--- config.mk ---
export PLATFORM = sky130hd
export DESIGN_NAME = lcg_keystream_xor_cipher
export DESIGN_NICKNAME = d
export VERILOG_FILES = /design/src/hdl/lkx_pkg.sv /design/src/hdl/lcg_keystream_xor_cipher.sv /design/src/hdl/lkx_rem_unit.sv
export SDC_FILE = /design/constraint.sdc
export NUM_CORES = 2
export LEC_CHECK = 0
export BUFFER_PORTS_ARGS = -buffer_cell sky130_fd_sc_hd__buf_4
export CAP_MARGIN = 20
export CORE_MARGIN = 2
export CORE_UTILIZATION = 50
export DETAILED_ROUTE_END_ITERATION = 10
export PLACE_DENSITY = 0.75
export SETUP_SLACK_MARGIN = 0.2
export SYNTH_ARGS = -nofsm -noshare
export SYNTH_HDL_FRONTEND = slang
export SYNTH_SLANG_ARGS = --single-unit
--- constraint.sdc ---
create_clock -name clock -period 18.24 [get_ports clock]
set_input_delay 5.472 -clock clock [delete_from_list [all_inputs] [get_ports clock]]
set_output_delay 5.472 -clock clock [all_outputs]
set_load 0.1 [all_outputs]
--- src/hdl/lkx_pkg.sv ---
// shared types and constants for the lcg keystream xor cipher
`timescale 1ns / 1ps

package lkx_pkg;

   // key and register width
   localparam int KEY_W    = 32;
   localparam int BYTE_W   = 8;
   localparam int CSR_IDX_W = 8;
   localparam int STEP_W   = $clog2(KEY_W);

   // register defaults taken when a register holds zero
   localparam logic [KEY_W-1:0] DEF_SEED       = 32'd1;
   localparam logic [KEY_W-1:0] DEF_MODULUS    = 32'd1 << 19;
   localparam logic [KEY_W-1:0] DEF_MULTIPLIER = 32'd2 << 20;
   localparam logic [KEY_W-1:0] DEF_INCREMENT  = 32'd3 << 21;

   // keystream byte position inside the key
   localparam int KEY_SHIFT = 20;

   // register indexes
   localparam logic [CSR_IDX_W-1:0] CSR_SEED       = 8'd0;
   localparam logic [CSR_IDX_W-1:0] CSR_MODULUS    = 8'd1;
   localparam logic [CSR_IDX_W-1:0] CSR_MULTIPLIER = 8'd2;
   localparam logic [CSR_IDX_W-1:0] CSR_INCREMENT  = 8'd3;

   // request payload
   typedef struct packed {
      logic [BYTE_W-1:0] data_byte;
      logic              first_of_message;
      logic              last_of_message;
   } req_type;

   // response payload
   typedef struct packed {
      logic [BYTE_W-1:0] out_byte;
      logic              out_last;
   } rsp_type;

   // remainder unit status
   typedef struct packed {
      logic busy;
      logic done;
   } rem_status_type;

endpackage

--- src/hdl/lcg_keystream_xor_cipher.sv ---
// top level of the lcg keystream xor cipher: registers, sequencer, output stage
`timescale 1ns / 1ps
//
// Byte stream cipher: each request carries one byte plus first/last marks;
// each request yields exactly one response with the byte xored against
// bits 27..20 of the advanced running key. Same operation both ways.
// Request channel req_valid/req_ready/req_payload, response channel
// rsp_valid/rsp_ready/rsp_payload, register writes on csr_valid/csr_ready
// with csr_index (0 seed, 1 modulus, 2 multiplier, 3 increment) and
// csr_data; other indexes are ignored. csr_ready is always high; write
// registers only while no request is in flight.
// A request runs the 32 steps of the bit-serial key remainder, then one
// multiply and one add/output step; a new request is taken only once the
// block is back in its idle state, so requests are not overlapped.
// The response sits in an output register, so the next request is taken
// while it waits; if rsp_ready stays low the block holds in its final
// step until the output register frees up.
// Reset clears the four csr registers and the running key to zero, so defaults
// apply; no first mark after reset advances from a key of zero.
//
module lcg_keystream_xor_cipher (
   input  logic                              clock,
   input  logic                              reset,
   input  logic                              req_valid,
   output logic                              req_ready,
   input  lkx_pkg::req_type                  req_payload,
   output logic                              rsp_valid,
   input  logic                              rsp_ready,
   output lkx_pkg::rsp_type                  rsp_payload,
   input  logic                              csr_valid,
   output logic                              csr_ready,
   input  logic [lkx_pkg::CSR_IDX_W-1:0]     csr_index,
   input  logic [lkx_pkg::KEY_W-1:0]         csr_data
);

   typedef enum logic [1:0] {
      ST_IDLE,
      ST_DIV,
      ST_ADD
   } state_type;

   state_type                  state_ff, state_in;
   logic [lkx_pkg::KEY_W-1:0]  seed_ff, modulus_ff, multiplier_ff, increment_ff;
   logic [lkx_pkg::KEY_W-1:0]  key_ff, key_in;
   logic [lkx_pkg::KEY_W-1:0]  prod_ff, prod_in;
   logic [lkx_pkg::BYTE_W-1:0] byte_ff, byte_in;
   logic                       last_ff, last_in;
   logic                       rsp_valid_ff, rsp_valid_in;
   lkx_pkg::rsp_type           rsp_payload_ff, rsp_payload_in;

   logic [lkx_pkg::KEY_W-1:0]  seed_eff, mod_eff, mult_eff, inc_eff;
   logic [lkx_pkg::KEY_W-1:0]  key_src;
   logic [lkx_pkg::KEY_W-1:0]  rem_value;
   logic [lkx_pkg::KEY_W-1:0]  key_next;
   lkx_pkg::rem_status_type    rem_status;
   logic                       req_accept;
   logic                       out_free;

   // register file writes
   assign csr_ready = 1'b1;

   always_ff @(posedge clock) begin
      if (reset) begin
         seed_ff       <= '0;
         modulus_ff    <= '0;
         multiplier_ff <= '0;
         increment_ff  <= '0;
      end else if (csr_valid) begin
         case (csr_index)
            lkx_pkg::CSR_SEED:       seed_ff       <= csr_data;
            lkx_pkg::CSR_MODULUS:    modulus_ff    <= csr_data;
            lkx_pkg::CSR_MULTIPLIER: multiplier_ff <= csr_data;
            lkx_pkg::CSR_INCREMENT:  increment_ff  <= csr_data;
            default: ;
         endcase
      end
   end

   // zero selects the default value
   assign seed_eff = (seed_ff == '0)       ? lkx_pkg::DEF_SEED       : seed_ff;
   assign mod_eff  = (modulus_ff == '0)    ? lkx_pkg::DEF_MODULUS    : modulus_ff;
   assign mult_eff = (multiplier_ff == '0) ? lkx_pkg::DEF_MULTIPLIER : multiplier_ff;
   assign inc_eff  = (increment_ff == '0)  ? lkx_pkg::DEF_INCREMENT  : increment_ff;

   // request handshake and key source
   assign req_ready  = (state_ff == ST_IDLE);
   assign req_accept = req_valid && req_ready;
   assign key_src    = req_payload.first_of_message ? seed_eff : key_ff;
   assign out_free   = !rsp_valid_ff || rsp_ready;
   assign key_next   = prod_ff + inc_eff;

   // key mod modulus
   lkx_rem_unit u_rem (
      .clock     (clock),
      .reset     (reset),
      .start     (req_accept),
      .dividend  (key_src),
      .divisor   (mod_eff),
      .remainder (rem_value),
      .status    (rem_status)
   );

   // sequencer
   always_comb begin
      state_in       = state_ff;
      key_in         = key_ff;
      prod_in        = prod_ff;
      byte_in        = byte_ff;
      last_in        = last_ff;
      rsp_valid_in   = rsp_valid_ff && !rsp_ready;
      rsp_payload_in = rsp_payload_ff;
      case (state_ff)
         ST_IDLE: begin
            if (req_accept) begin
               byte_in  = req_payload.data_byte;
               last_in  = req_payload.last_of_message;
               state_in = ST_DIV;
            end
         end
         ST_DIV: begin
            if (rem_status.done) begin
               prod_in  = mult_eff * rem_value;
               state_in = ST_ADD;
            end
         end
         ST_ADD: begin
            if (out_free) begin
               key_in                  = key_next;
               rsp_payload_in.out_byte = byte_ff ^ key_next[lkx_pkg::KEY_SHIFT +:
                                                            lkx_pkg::BYTE_W];
               rsp_payload_in.out_last = last_ff;
               rsp_valid_in            = 1'b1;
               state_in                = ST_IDLE;
            end
         end
         default: state_in = ST_IDLE;
      endcase
   end

   // state and registered outputs
   always_ff @(posedge clock) begin
      if (reset) begin
         state_ff     <= ST_IDLE;
         key_ff       <= '0;
         rsp_valid_ff <= 1'b0;
      end else begin
         state_ff     <= state_in;
         key_ff       <= key_in;
         rsp_valid_ff <= rsp_valid_in;
      end
      prod_ff        <= prod_in;
      byte_ff        <= byte_in;
      last_ff        <= last_in;
      rsp_payload_ff <= rsp_payload_in;
   end

   assign rsp_valid   = rsp_valid_ff;
   assign rsp_payload = rsp_payload_ff;

`ifndef SYNTHESIS
   // an accepted request starts the remainder unit
   assert property (@(posedge clock) disable iff (reset)
      req_accept |=> (state_ff == ST_DIV && rem_status.busy))
      else $error("request accepted without starting remainder");

   // remainder completion moves on to the add step
   assert property (@(posedge clock) disable iff (reset)
      (state_ff == ST_DIV && rem_status.done) |=> (state_ff == ST_ADD))
      else $error("remainder done ignored");

   // the remainder unit only runs while a request is in flight
   assert property (@(posedge clock) disable iff (reset)
      rem_status.busy |-> (state_ff == ST_DIV))
      else $error("remainder busy outside divide state");
`endif

endmodule

--- src/hdl/lkx_rem_unit.sv ---
// iterative restoring remainder unit, one quotient bit per cycle
`timescale 1ns / 1ps

module lkx_rem_unit (
   input  logic                         clock,
   input  logic                         reset,
   input  logic                         start,
   input  logic [lkx_pkg::KEY_W-1:0]    dividend,
   input  logic [lkx_pkg::KEY_W-1:0]    divisor,
   output logic [lkx_pkg::KEY_W-1:0]    remainder,
   output lkx_pkg::rem_status_type      status
);

   logic [lkx_pkg::KEY_W-1:0]  rem_ff, rem_in;
   logic [lkx_pkg::KEY_W-1:0]  dvd_ff, dvd_in;
   logic [lkx_pkg::KEY_W-1:0]  div_ff, div_in;
   logic [lkx_pkg::STEP_W-1:0] step_ff, step_in;
   logic                       busy_ff, busy_in;
   logic                       done_ff, done_in;
   logic [lkx_pkg::KEY_W:0]    trial;
   logic [lkx_pkg::KEY_W:0]    diff;

   // shift in the next dividend bit and try a subtract
   assign trial = {rem_ff, dvd_ff[lkx_pkg::KEY_W-1]};
   assign diff  = trial - {1'b0, div_ff};

   // step sequencing
   always_comb begin
      rem_in  = rem_ff;
      dvd_in  = dvd_ff;
      div_in  = div_ff;
      step_in = step_ff;
      busy_in = busy_ff;
      done_in = 1'b0;
      if (start) begin
         rem_in  = '0;
         dvd_in  = dividend;
         div_in  = divisor;
         step_in = '0;
         busy_in = 1'b1;
      end else if (busy_ff) begin
         if (trial >= {1'b0, div_ff}) begin
            rem_in = diff[lkx_pkg::KEY_W-1:0];
         end else begin
            rem_in = trial[lkx_pkg::KEY_W-1:0];
         end
         dvd_in  = {dvd_ff[lkx_pkg::KEY_W-2:0], 1'b0};
         step_in = step_ff + 1'b1;
         if (step_ff == lkx_pkg::STEP_W'(lkx_pkg::KEY_W - 1)) begin
            busy_in = 1'b0;
            done_in = 1'b1;
         end
      end
   end

   // datapath registers
   always_ff @(posedge clock) begin
      rem_ff  <= rem_in;
      dvd_ff  <= dvd_in;
      div_ff  <= div_in;
      step_ff <= step_in;
   end

   // control registers
   always_ff @(posedge clock) begin
      if (reset) begin
         busy_ff <= 1'b0;
         done_ff <= 1'b0;
      end else begin
         busy_ff <= busy_in;
         done_ff <= done_in;
      end
   end

   assign remainder   = rem_ff;
   assign status.busy = busy_ff;
   assign status.done = done_ff;

`ifndef SYNTHESIS
   // done is a single pulse after the busy phase
   assert property (@(posedge clock) disable iff (reset) done_ff |-> !busy_ff)
      else $error("remainder done while busy");

   // last step always raises done
   assert property (@(posedge clock) disable iff (reset)
      (busy_ff && !start && step_ff == lkx_pkg::STEP_W'(lkx_pkg::KEY_W - 1)) |=> done_ff)
      else $error("remainder missed done after last step");

   // finished remainder is below the divisor
   assert property (@(posedge clock) disable iff (reset)
      (done_ff && div_ff != '0) |-> (rem_ff < div_ff))
      else $error("remainder not below divisor");
`endif

endmodule

### After elaboration in Yosys (flattened, before gate mapping)

Cells that the tools add are included.

* add/sub/neg operators: 3
* multipliers: 1
* magnitude comparators: 1
* equal/unequal tests: 9
* multiplexer cells: 17
* bitwise operators: 2
* reductions and logical operators: 21

Operator list (count)
* $mux 32: 7
* $logic_not 32->1: 4
* $ge 33x32->1: 1
* $add 32x32->32: 1
* $mul 32x32->32: 1
* $sub 32x32->32: 1
* $eq 8x2->1 const B: 2
* $reduce_and 2->1: 7
* $eq 8x1->1 const B: 1
* $logic_not 8->1: 1
* $xor 8x8->8: 1
* $mux 1: 6
* $mux 2: 3
* $pmux 2 s3: 1
* $add 5x1->5 const B: 1
* $eq 5x5->1 const B: 1
* $ne 2x1->1 const B: 2
* $reduce_and 3->1: 1
* $reduce_or 3->1: 1
* $eq 2x1->1 const B: 1
* $eq 2x2->1 const B: 1
* $logic_and 1x1->1: 2
* $logic_not 1->1: 2
* $logic_not 2->1: 1
* other kinds (4): 4

* register bits: 316
* output and inout port bits: 12
* word-level logic and storage cells: 72

### Depth between registers and ports, before layout

* depth after elaboration: 4
* depth in mapped cells: 29
* gate-level depth less buffers: 27

### By module

From an unflattened synthesis, not the netlist that was laid out.

* cell total of the unflattened synthesis: 3491
* area total of the unflattened synthesis: 31450.2 um^2

Modules (own cells, without submodules)
* lcg_keystream_xor_cipher: times used 1, cells each 2906, area each 25539.5 um^2
* lkx_rem_unit: times used 1, cells each 585, area each 5910.7 um^2

### Worst setup path before layout

OpenSTA, ideal clock, no wires.

* kind: input -> register
* start: input req_valid
* end: register byte_ff[0] (netlist bit) (enable)
* setup time: 0.421 ns
* data arrival time: 7.174 ns
* required time: 17.819 ns
* slack: 10.645 ns
* stages: 3
* path through: nand2_1 > clkinv_1 > buf_1

* word-level cells in the longest chain between the ends: 2

RTL lines
* start: declaration: line lcg_keystream_xor_cipher.sv:24 `input logic req_valid,`
* $logic_and 1x1->1: line lcg_keystream_xor_cipher.sv:87 `assign req_accept = req_valid && req_ready;`
* net req_accept: line lcg_keystream_xor_cipher.sv:56 `logic req_accept;`
* $reduce_and 2->1 (no source line)
* end signal: assignment: line lcg_keystream_xor_cipher.sv:152 `byte_ff <= byte_in;`
* end: declaration: line lcg_keystream_xor_cipher.sv:46 `logic [lkx_pkg::BYTE_W-1:0] byte_ff, byte_in;`

The timed path passes the listed nets, and every way through them passes these cells.
A chain may end at the register's enable or synchronous reset.

### Final worst setup path

* start: register multiplier_ff[6] (netlist bit)
* end: register prod_ff[31] (netlist bit) (data pin)

* word-level cells in the longest chain between the ends: 3

RTL lines
* start: declaration: line lcg_keystream_xor_cipher.sv:43 `logic [lkx_pkg::KEY_W-1:0] seed_ff, modulus_ff, multiplier_ff, increment_ff;`
* start signal: assignment: line lcg_keystream_xor_cipher.sv:72 `lkx_pkg::CSR_MULTIPLIER: multiplier_ff <= csr_data;`
* $logic_not 32->1: line lcg_keystream_xor_cipher.sv:82 `assign mult_eff = (multiplier_ff == '0) ? lkx_pkg::DEF_MULTIPLIER : multiplier_ff;`
* $mux 32 (*): line lcg_keystream_xor_cipher.sv:82
* $mul 32x32->32 (*): line lcg_keystream_xor_cipher.sv:122 `prod_in = mult_eff * rem_value;`
* end signal: assignment: line lcg_keystream_xor_cipher.sv:151 `prod_ff <= prod_in;`
* end: declaration: line lcg_keystream_xor_cipher.sv:45 `logic [lkx_pkg::KEY_W-1:0] prod_ff, prod_in;`

Every way passes the cells marked *; elsewhere a longest branch is shown, timed or not.

==> qor.yml <==
grt:
  grt_overflow: 0
  grt_pass1_vias: 23500
  grt_antenna_before_repair: 0
  grt_usage_pct: 25.6
  grt_first_pass_wirelength_um: 128000
  grt_max_degree: 99
clock_network:
  clockBufferDepth: 3
  insertion_delay_ns: 0.60
  root_buffer: "clkbuf_16"
  cts_setup_buffers: 0
  cts-resized-gates: 0
  cts_sinks: 316
  holdBufCountCts: 0
  h-tree-depth: 1
  cts_tree: "yes"
  path_clk_slew_ns: 0.07
  cts_buffers: 31
timing:
  relSlewSlack_pct: 31.5
  fmax_mhz: 125
  report.final.hold_viol_count: 0
  worst_slack_ns: 10.25
  fin_skew_ns: 0.0387
  worstMarginPinSlew_ns: 1.03
  finalCritPeriodShare_pct: 43.8
  holdWs_ns: 0.424
  drv_slew: 0
  rsz0062_at_grt: "no"
  finalSetupTns_ns: 0
  setup_viol: 0
  min_period_ns: 7.99
final_layout:
  n_antenna_cell: 0
  nets: 4020
  layout_common_cells: "622 x nand2_1, 446 x inv_1, 410 x fa_1"
  layout-drive-gt1-share_pct: 5.81
  stdcell_count: 4182
  final_common_cell: "nand2_1"
  fillers: 5428
  syn_to_final_growth_pct: 6.44
  final_area_mm2: 0.0330
  post-route-util_pct: 53.7
routing:
  route.antenna.remaining_nets: 0
  drtPass1Iterations: 6
  vias: 23500
  first_iter_violations: 1996
  wl_per_cell_um: 19.3
  vias_per_cell: 5.63
  wl_um: 80600
  drc: 0
placed_design:
  io_buffer_count: 65
  place_area_mm2: 0.0319
  preCtsSetupSlack_ns: 10.19
  dp_cells: 4123
  dp_hpwl_um: 58200
  place_congestion: 0.914
yosys:
  yosysWarnings: 0
  postSynthCellCount: 3474
  syn_area_per_cell_um2: 8.92
  synth-seq-cells: 316
  synth_edf_count: 114
  syn_nets: 4127
  ys_types: 80
  netlist_area_mm2: 0.0310
  yosys_most_used_dff: "dfxtp_1"
  synthArstFlopShare_pct: 0
  seq_area_frac_synth_pct: 24.1
worst_setup_path:
  end_kind: "flop"
  critPathMostFrequentCell: "fa_1"
  r2r_slack_ns: 10.25
  reg2reg_from: "multiplier_ff[6]$_SDFFE_PP0P_"
  r2r-end: "prod_ff[31]$_DFFE_PP_"
  cp_max_fo: 28
  criticalPathCategory: "reg -> reg"
  r2r_cells: 26
  critPathRequiredTime_ns: 18.56
  slowest_stage: "o21bai_1"
  slowest_delay_ns: 0.76
  cp-startpoint: "multiplier_ff[6]$_SDFFE_PP0P_"
  start_kind: "flop"
  arrival_ns: 8.31
die:
  dieArea_mm2: 0.0640
  die_w_um: 253
  placementRows: 91
  coreArea_mm2: 0.0615
  initial_core_util_pct: 50.4
  pin_count: 67
  die_y_um: 253
status:
  status: "completed"
pwr:
  ir_drop_mv: 0.0777
  finalPower_mw: 1.97
  power.leakage_nw: 14.6
  power_density_mw_per_mm2: 59.6
worst_hold_path:
  hold_path_class: "reg -> reg"
  holdPathStages: 0
  min_to: "rsp_payload[0]$_DFFE_PP_"
  worstHoldStart: "last_ff$_DFFE_PP_"
run:
  cap_violations: 0
## metal layers
layer	vias to the layer above	GRT usage, %	part of all wire, %
li1	10800	-	-
met1	11600	35.5	42
met2	1016	41.0	46
met3	188	3.63	9.0
met4	0	8.86	3.9
met5	-	0	0
## worst max-delay path, delay by kind of cell (launching register included)
| kind | cells | cell delay [ns] |
|---|---|---|
| buffers and inverters | 6 | 0.52 |
| xor gates and xnor gates | 1 | 0.11 |
| and+or+nand+nor | 6 | 1.19 |
| adders and majority gates | 9 | 4.32 |
| AOI/OAI and AO/OA | 4 | 1.31 |
| DFF | 1 | 0.30 |
## power by group
group	internal [mW]	switching [mW]	leakage (nW)	total, mW
clock network	0.387	0.294	0.513	0.681
registers	0.764	0.0535	2.77	0.817
logic	0.168	0.302	11.4	0.469
## worst max path at each step
stage	cells after the start	end
6_report	26	prod_ff[31]$_DFFE_PP_
5_1_grt	26	prod_ff[31]$_DFFE_PP_
4_1_cts	26	prod_ff[31]$_DFFE_PP_
3_5_place_dp	6	increment_ff[29]$_SDFFE_PP0P_
3_3_place_gp	6	increment_ff[17]$_SDFFE_PP0P_
2_1_floorplan	3	byte_ff[0]$_DFFE_PP_
## synth_stat cells (10+ instances only)
| cell | instances | share of area [%] |
|---|---|---|
| dfxtp_1 | 202 | 13 |
| a21o_1 | 27 | 0.65 |
| a211oi_1 | 28 | 0.68 |
| ha_1 | 188 | 7.6 |
| o21ai_1 | 10 | 0.16 |
| nor2b_1 | 21 | 0.42 |
| mux2i_1 | 47 | 1.5 |
| o21ai_0 | 83 | 1.3 |
| clkbuf_1 | 234 | 2.8 |
| xnor2_1 | 102 | 2.9 |
| nand4_1 | 15 | 0.30 |
| and2_1 | 301 | 6.1 |
| nand2_1 | 623 | 7.5 |
| a31oi_1 | 15 | 0.30 |
| nand3_1 | 21 | 0.34 |
| fa_1 | 410 | 26 |
| o21a_1 | 21 | 0.51 |
| nand2b_1 | 12 | 0.24 |
| o21bai_1 | 11 | 0.27 |
| edfxtp_1 | 114 | 11 |
| xor2_1 | 43 | 1.2 |
| nor2_1 | 89 | 1.1 |
| nor3_1 | 18 | 0.29 |
| inv_1 | 446 | 5.4 |
| and3_1 | 11 | 0.22 |
| a21oi_1 | 236 | 3.8 |
| nor4_1 | 35 | 0.71 |
## kinds of logic after synthesis
| kind of cell | share of synthesized area, % |
|---|---|
| fa+ha+maj | 34.1 |
| xor+xnor | 4.10 |
| simple gates | 18.0 |
| mux | 1.77 |
| buf+inv | 8.52 |
| other cells | 0.0121 |
| flops | 24.1 |
| compound gates | 9.42 |
## cell type report
class	instances	area (um^2)	share of cell area [%]
multi-input combinational	2462	20900	63.4
sequential	316	7470	22.6
inverter	447	1680	5.09
tap	790	988	3.00
timing repair buffer	109	853	2.59
clock buffer	33	783	2.37
clock inverter	25	299	0.906
## state kept, by name, summed over array words and instances (netlist names), 5 cells and up
signal,flops
rsp_payload,9
multiplier_ff,32
u_rem.dvd_ff,32
u_rem.remainder,32
seed_ff,32
u_rem.step_ff,5
key_ff,32
increment_ff,32
modulus_ff,32
prod_ff,32
u_rem.div_ff,32
byte_ff,8
(Power assumes the default switching activity.)
